File: src/rtl/assert_macros.svh
// Assertion helper macros shared by the RTL modules.
// Each macro expects clk and rst_n in scope; checks are off while reset is low.
`ifndef ASSERT_MACROS_SVH
`define ASSERT_MACROS_SVH
// Same-cycle implication check.
`define ASSERT_IMPL(lbl, ante, cons, msg) \
  lbl: assert property (@(posedge clk) disable iff (!rst_n) (ante) |-> (cons)) \
    else $error(msg);
// Next-cycle implication check.
`define ASSERT_NEXT(lbl, ante, cons, msg) \
  lbl: assert property (@(posedge clk) disable iff (!rst_n) (ante) |=> (cons)) \
    else $error(msg);
`endif

File: src/rtl/das_pkg.sv
// Shared types and constants for the drainage accumulation / stream order block.
// No dependencies; imported by das_ctrl, das_dp and the top level.
`default_nettype none
package das_pkg;

  localparam int MAX_CELLS_DEF = 4096;
  localparam int IDX_W         = 12;
  localparam int ACC_W         = 13;
  localparam int ORD_W         = 4;
  localparam int FUNC_W        = 2;
  localparam int CFG_W         = 13;
  localparam int ACC_MAX       = 8191;
  localparam int ORD_MAX       = 15;
  localparam int BKT_DEPTH     = ACC_MAX + 1;
  localparam int BKT_AW        = 13;

  localparam logic [CFG_W-1:0] CELL_COUNT_RST = 13'd4096;
  localparam logic [CFG_W-1:0] RIVER_THR_RST  = 13'd16;

  // Item function codes; code 3 behaves as a load without the write
  typedef enum logic [FUNC_W-1:0] {
    FN_LOAD    = 2'd0,
    FN_COMPUTE = 2'd1,
    FN_READ    = 2'd2
  } das_func_t;

  typedef enum logic [0:0] {
    CFG_CELL_COUNT = 1'b0,
    CFG_RIVER_THR  = 1'b1
  } das_cfg_idx_t;

  typedef enum logic [4:0] {
    S_IDLE, S_RDW, S_RESP,
    S_INIT,
    S_DEG_A, S_DEG_B, S_DEG_C,
    S_SEED_A, S_SEED_B,
    S_KAHN_A, S_KAHN_B, S_KAHN_C, S_KAHN_D,
    S_BCLR,
    S_BCNT_A, S_BCNT_B, S_BCNT_C,
    S_BPRE_A, S_BPRE_B,
    S_BPLACE_A, S_BPLACE_B, S_BPLACE_C,
    S_STR_A, S_STR_B, S_STR_C, S_STR_D,
    S_FIN
  } das_state_t;

  // Controller to datapath
  typedef struct packed {
    das_state_t phase;
    logic       acc_any;
    logic       acc_load;
    logic       acc_read;
    logic       acc_comp;
  } das_cmd_t;

  // Datapath to controller
  typedef struct packed {
    logic last_cell;
    logic last_bkt;
    logic sink;
    logic river;
    logic q_empty;
    logic s_done;
    logic out_free;
  } das_stat_t;

  // Stream order of a river cell from its largest inflow order and tie count
  function automatic logic [ORD_W-1:0] strahler_order(input logic [ORD_W-1:0] mi,
                                                      input logic [1:0]       ct);
    logic [ORD_W-1:0] o;
    if (mi == '0) begin
      o = ORD_W'(1);
    end else if (ct >= 2'd2) begin
      o = (mi == ORD_W'(ORD_MAX)) ? mi : mi + ORD_W'(1);
    end else begin
      o = mi;
    end
    return o;
  endfunction

endpackage
`default_nettype wire

File: src/rtl/das_ctrl.sv
// Sequencer for the drainage block: input handshake and compute phase stepping.
// Depends on das_pkg; drives das_dp through das_cmd_t, reads das_stat_t back.
`default_nettype none
`include "assert_macros.svh"
module das_ctrl (
  input  wire logic                       clk,
  input  wire logic                       rst_n,
  input  wire logic                       in_valid,
  input  wire logic [das_pkg::FUNC_W-1:0] in_func,
  output logic                            in_stall,
  input  wire das_pkg::das_stat_t         stat,
  output das_pkg::das_cmd_t               cmd
);
  import das_pkg::*;

  das_state_t state_r, state_nxt;
  logic       accept;

  assign accept   = in_valid && (state_r == S_IDLE);
  assign in_stall = (state_r != S_IDLE);

  // Next state
  always_comb begin
    state_nxt = state_r;
    case (state_r)
      S_IDLE: begin
        if (accept) begin
          if (in_func == FN_COMPUTE)   state_nxt = S_INIT;
          else if (in_func == FN_READ) state_nxt = S_RDW;
          else                         state_nxt = S_RESP;
        end
      end
      S_RDW:      state_nxt = S_RESP;
      S_RESP:     if (stat.out_free) state_nxt = S_IDLE;
      S_INIT:     if (stat.last_cell) state_nxt = S_DEG_A;
      S_DEG_A:    state_nxt = S_DEG_B;
      S_DEG_B: begin
        if (!stat.sink)          state_nxt = S_DEG_C;
        else if (stat.last_cell) state_nxt = S_SEED_A;
        else                     state_nxt = S_DEG_A;
      end
      S_DEG_C:    state_nxt = stat.last_cell ? S_SEED_A : S_DEG_A;
      S_SEED_A:   state_nxt = S_SEED_B;
      S_SEED_B:   state_nxt = stat.last_cell ? S_KAHN_A : S_SEED_A;
      S_KAHN_A:   state_nxt = stat.q_empty ? S_BCLR : S_KAHN_B;
      S_KAHN_B:   state_nxt = S_KAHN_C;
      S_KAHN_C:   state_nxt = stat.sink ? S_KAHN_A : S_KAHN_D;
      S_KAHN_D:   state_nxt = S_KAHN_A;
      S_BCLR:     if (stat.last_bkt) state_nxt = S_BCNT_A;
      S_BCNT_A:   state_nxt = S_BCNT_B;
      S_BCNT_B: begin
        if (stat.river)          state_nxt = S_BCNT_C;
        else if (stat.last_cell) state_nxt = S_BPRE_A;
        else                     state_nxt = S_BCNT_A;
      end
      S_BCNT_C:   state_nxt = stat.last_cell ? S_BPRE_A : S_BCNT_A;
      S_BPRE_A:   state_nxt = S_BPRE_B;
      S_BPRE_B:   state_nxt = stat.last_bkt ? S_BPLACE_A : S_BPRE_A;
      S_BPLACE_A: state_nxt = S_BPLACE_B;
      S_BPLACE_B: begin
        if (stat.river)          state_nxt = S_BPLACE_C;
        else if (stat.last_cell) state_nxt = S_STR_A;
        else                     state_nxt = S_BPLACE_A;
      end
      S_BPLACE_C: state_nxt = stat.last_cell ? S_STR_A : S_BPLACE_A;
      S_STR_A:    state_nxt = stat.s_done ? S_FIN : S_STR_B;
      S_STR_B:    state_nxt = S_STR_C;
      S_STR_C:    state_nxt = stat.sink ? S_STR_A : S_STR_D;
      S_STR_D:    state_nxt = S_STR_A;
      S_FIN:      state_nxt = S_RESP;
      default:    state_nxt = S_IDLE;
    endcase
  end

  // Commands
  always_comb begin
    cmd.phase    = state_r;
    cmd.acc_any  = accept;
    cmd.acc_load = accept && (in_func == FN_LOAD);
    cmd.acc_read = accept && (in_func == FN_READ);
    cmd.acc_comp = accept && (in_func == FN_COMPUTE);
  end

  always_ff @(posedge clk) begin
    if (!rst_n) begin
      state_r <= S_IDLE;
    end else begin
      state_r <= state_nxt;
    end
  end

  `ASSERT_NEXT(a_resp_release, state_r == S_RESP && stat.out_free, state_r == S_IDLE, "response not retired")
  `ASSERT_NEXT(a_comp_start, cmd.acc_comp, state_r == S_INIT, "compute did not start")
  `ASSERT_NEXT(a_fin_resp, state_r == S_FIN, state_r == S_RESP, "compute result not posted")

endmodule
`default_nettype wire

File: config.mk
export PLATFORM = sky130hd
export DESIGN_NAME = das_ctrl
export DESIGN_NICKNAME = d
export VERILOG_FILES = /design/src/rtl/das_pkg.sv /design/src/rtl/das_ctrl.sv
export VERILOG_INCLUDE_DIRS = /design/src /design/src/rtl
export SDC_FILE = /design/constraint.sdc
export NUM_CORES = 1
export LEC_CHECK = 0
export CORE_ASPECT_RATIO = 0.5
export CORE_UTILIZATION = 35
export CTS_CLUSTER_DIAMETER = 120
export DETAILED_ROUTE_END_ITERATION = 7
export DONT_BUFFER_PORTS = 1
export GPL_TIMING_DRIVEN = 0
export SLEW_MARGIN = 10
export SYNTH_ARGS = -nofsm -noshare
export SYNTH_HDL_FRONTEND = slang
export SYNTH_SLANG_ARGS = --single-unit
File: constraint.sdc
create_clock -name clk -period 2.6 [get_ports clk]
set_input_delay 0.52 -clock clk [delete_from_list [all_inputs] [get_ports clk]]
set_output_delay 0.52 -clock clk [all_outputs]
set_load 0.05 [all_outputs]
==> summary.txt <==
kind of end point of the critical path: output port
pin count of the biggest net entering global routing: 12
min-delay worst type: input port to register
post-route ant nets: 0
crit start category: register
mean cell area of the mapped netlist: 7.141 sq um
CP Max Fanout: 6
total setup violations reported at the end of the flow: 0
post-synthesis instance area: 928.4 sq um
Pre-antenna DRT Iters: 4
registers with the most flip-flops: state_r (5)
number of synthesized register bits: 5
H-tree level count: 1
height of the die: 38.42 microns
EDFF count, synth: 0
smallest hold slack: 0.4738 ns
number of instances in the synthesized netlist: 130
Die ar.: 2875 sq um
result of the run: complete, no violations
GR Overflow Total: 0
register ranked first by flip-flop count: state_r
yosys warns: 0
post-route clock period utilization: 0.9628
setup TNS after final layout: 0 ns
routed vias/inst: 5.988
IO Pins: 22
Max Clock Skew: 0.001192 ns
Clk Latency, worst-skew pair: 0.23 ns
number of remaining DRC errors: 0
Rows: 12
net switching power of the design: 274.0 uW
cell taking the most area after synthesis: sky130_fd_sc_hd__dfxtp_1
Core Util, Final: 0.4390
Overall Global Routing Usage: 0.2072
ranking of synthesized cells by area: sky130_fd_sc_hd__dfxtp_1, sky130_fd_sc_hd__buf_6, sky130_fd_sc_hd__ha_1, sky130_fd_sc_hd__inv_1, sky130_fd_sc_hd__nor2_1
deepest clock path buffer count: 2
Die X-Extent: 74.84 microns
average wire per standard cell: 15.61 microns
Detailed Place HPWL: 2.013 mm
wire length of the first global-routing pass: 4.278 mm
post-synth top area share: 0.1078
clock transition at the register clock pins on the worst setup and hold paths after CTS: 0.03 ns
NumNets Final: 151
CTS tree: built
Data required, critical path: 2.08 ns
count of port buffers added during placement: 0
combinational cell fraction of total power: 0.522
final number of hold-violating endpoints: 0
switching part of the total power: 0.4742
antenna violations before repair: 0
gpl congestion: 0.8675
path type of the worst setup path: register to output port
CTS buffer count: 3
Largest register FFs: 5
number of slew-limit violations in the final report: 0
cell at the root of the clock tree: sky130_fd_sc_hd__clkbuf_8
hold-fix buffers at CTS: 0
power density over cell area: 558.4 nW/um^2
Mapped Nets: 145
max cap viols: 0
slew margin rel.: 0.5032
total clock sinks: 5
share of power burned in registers: 0.226
total core area: 2357 sq um
Setup WS post-layout: 0.09679 ns
Seq/Total Area, Yosys: 0.1078
initial core utilization: 0.3938
worst vdd ir: 198.7 uV
drt total wl: 2.654 mm
Lkg Pwr: 0.4042 nW
arrival time worst endpoint: 1.98 ns
First DRT Iteration DRCs: 144
diode count: 0
cell-internal power: 303.8 uW
via count of the first global-routing pass: 916
count of non-filler cells in the finished layout: 170
Clk pwr share: 0.252
dpl ws: 0.1258 ns
Fmax: 0.3995 GHz
Distinct cells, synth: 48
asr flop ratio synth: 0
number of vias in the routed layout: 1018
share of final-layout standard cells stronger than drive strength 1: 0.2370
commonest register cell after synthesis: sky130_fd_sc_hd__dfxtp_1
transition time at the pin with the least slew margin: 0.7442 ns
Syn-to-layout area delta: 11.46%
Placed Cells incl. Taps: 165
minimum clock period: 2.503 ns
==> cells in the mapped netlist, drive strengths merged (3+ instances only) <==
library cell / instances
a31oi: 3
nand3: 6
ha: 3
a211oi: 3
buf: 9
a21oi: 7
dfxtp: 5
clkbuf: 3
nand4b: 4
nor2b: 4
and3: 4
a221oi: 3
nand2b: 5
o21ai: 6
inv: 11
nor3: 7
nor2: 10
nand2: 8
o22ai: 3
o32ai: 3
==> worst max-delay path, cell delays in order (launching register included) <==
cell and delay (ns):
sky130_fd_sc_hd__dfxtp_2 0.43, sky130_fd_sc_hd__or3_4 0.47, sky130_fd_sc_hd__nor3_4 0.19, sky130_fd_sc_hd__clkinvlp_4 0.32, sky130_fd_sc_hd__nor2_2 0.15, sky130_fd_sc_hd__buf_4 0.20
==> per-stage QoR <==
stage | power (mW) | instance area (sq um)
4_1_cts | 0.5790 | 1032
3_5_place_dp | 0.4109 | 972.2
5_1_grt | 0.6079 | 1035
3_3_place_gp | 0.4114 | 972.2
2_1_floorplan | 0.3666 | 928.4
6_report | 0.5778 | 1035
==> logic make-up (layout without fill, tap and decap cells) <==
kind of cell | Yosys count | after routing | share of synthesized area
AOI/OAI and AO/OA | 38 | 38 | 0.3046
adders and majority gates | 3 | 3 | 0.04044
buffers and inverters | 23 | 28 | 0.1415
DFF | 5 | 5 | 0.1078
muxes | 1 | 1 | 0.01078
and+or+nand+nor | 60 | 60 | 0.3949
==> cell usage in the layout (no fill, tap or decap), drive strengths merged, types with 4 or more instances in the layout <==
cell type  netlist  layout
inv             11      10
nor2            10      10
buf              9      10
nand2            8       8
a21oi            7       7
nor3             7       7
clkbuf           3       7
nand3            6       6
o21ai            6       6
nand2b           5       5
dfxtp            5       5
and3             4       4
nor2b            4       4
nand4b           4       4
==> final cells by class <==
type,count,area (sq um)
multi-input combinational,102,699.4
sequential,5,103.9
fill,236,1323
timing repair buffer,1,7.507
clock buffer,4,45.04
tap,35,43.79
inverter,11,45.04
buffer,12,90.09
==> repair_timing <==
| item | in CTS | in global routing |
|---|---|---|
| endpoints found under the setup margin | 1 | 1 |
| pin swaps | 1 | 1 |
| setup buffers | 1 | 0 |
| gates resized for setup | 4 | 1 |
==> metal layers <==
| metal | part of all wire | track usage | up-vias |
|---|---|---|---|
| met5 | 0 | 0 | - |
| met4 | 0.022 | 0.07547 | 0 |
| met3 | 0.11 | 0.05263 | 7 |
| met2 | 0.43 | 0.3198 | 54 |
| met1 | 0.44 | 0.2782 | 471 |
| li1 | - | - | 486 |
==> path summary, 6_finish.rpt <==
kind / to / depth (start not counted) / startpoint / slack [ns]
min reg2reg: state_r[4] / 4 / state_r[3] / 0.87
max reg2reg: state_r[0] / 7 / state_r[2] / 0.49
max: cmd[3] / 5 / state_r[3] / 0.1
min: state_r[1] / 2 / rst_n / 0.47
==> power by group through the flow <==
| stage | clock (mW) | sequential, mW | combinational [mW] |
|---|---|---|---|
| floorplan | 0 | 0.123 | 0.244 |
| global placement | 0 | 0.129 | 0.282 |
| detailed placement | 0 | 0.129 | 0.282 |
| CTS | 0.147 | 0.130 | 0.302 |
| global route | 0.149 | 0.132 | 0.327 |
| finish | 0.146 | 0.131 | 0.302 |
Power figures use the tool's default switching activity.
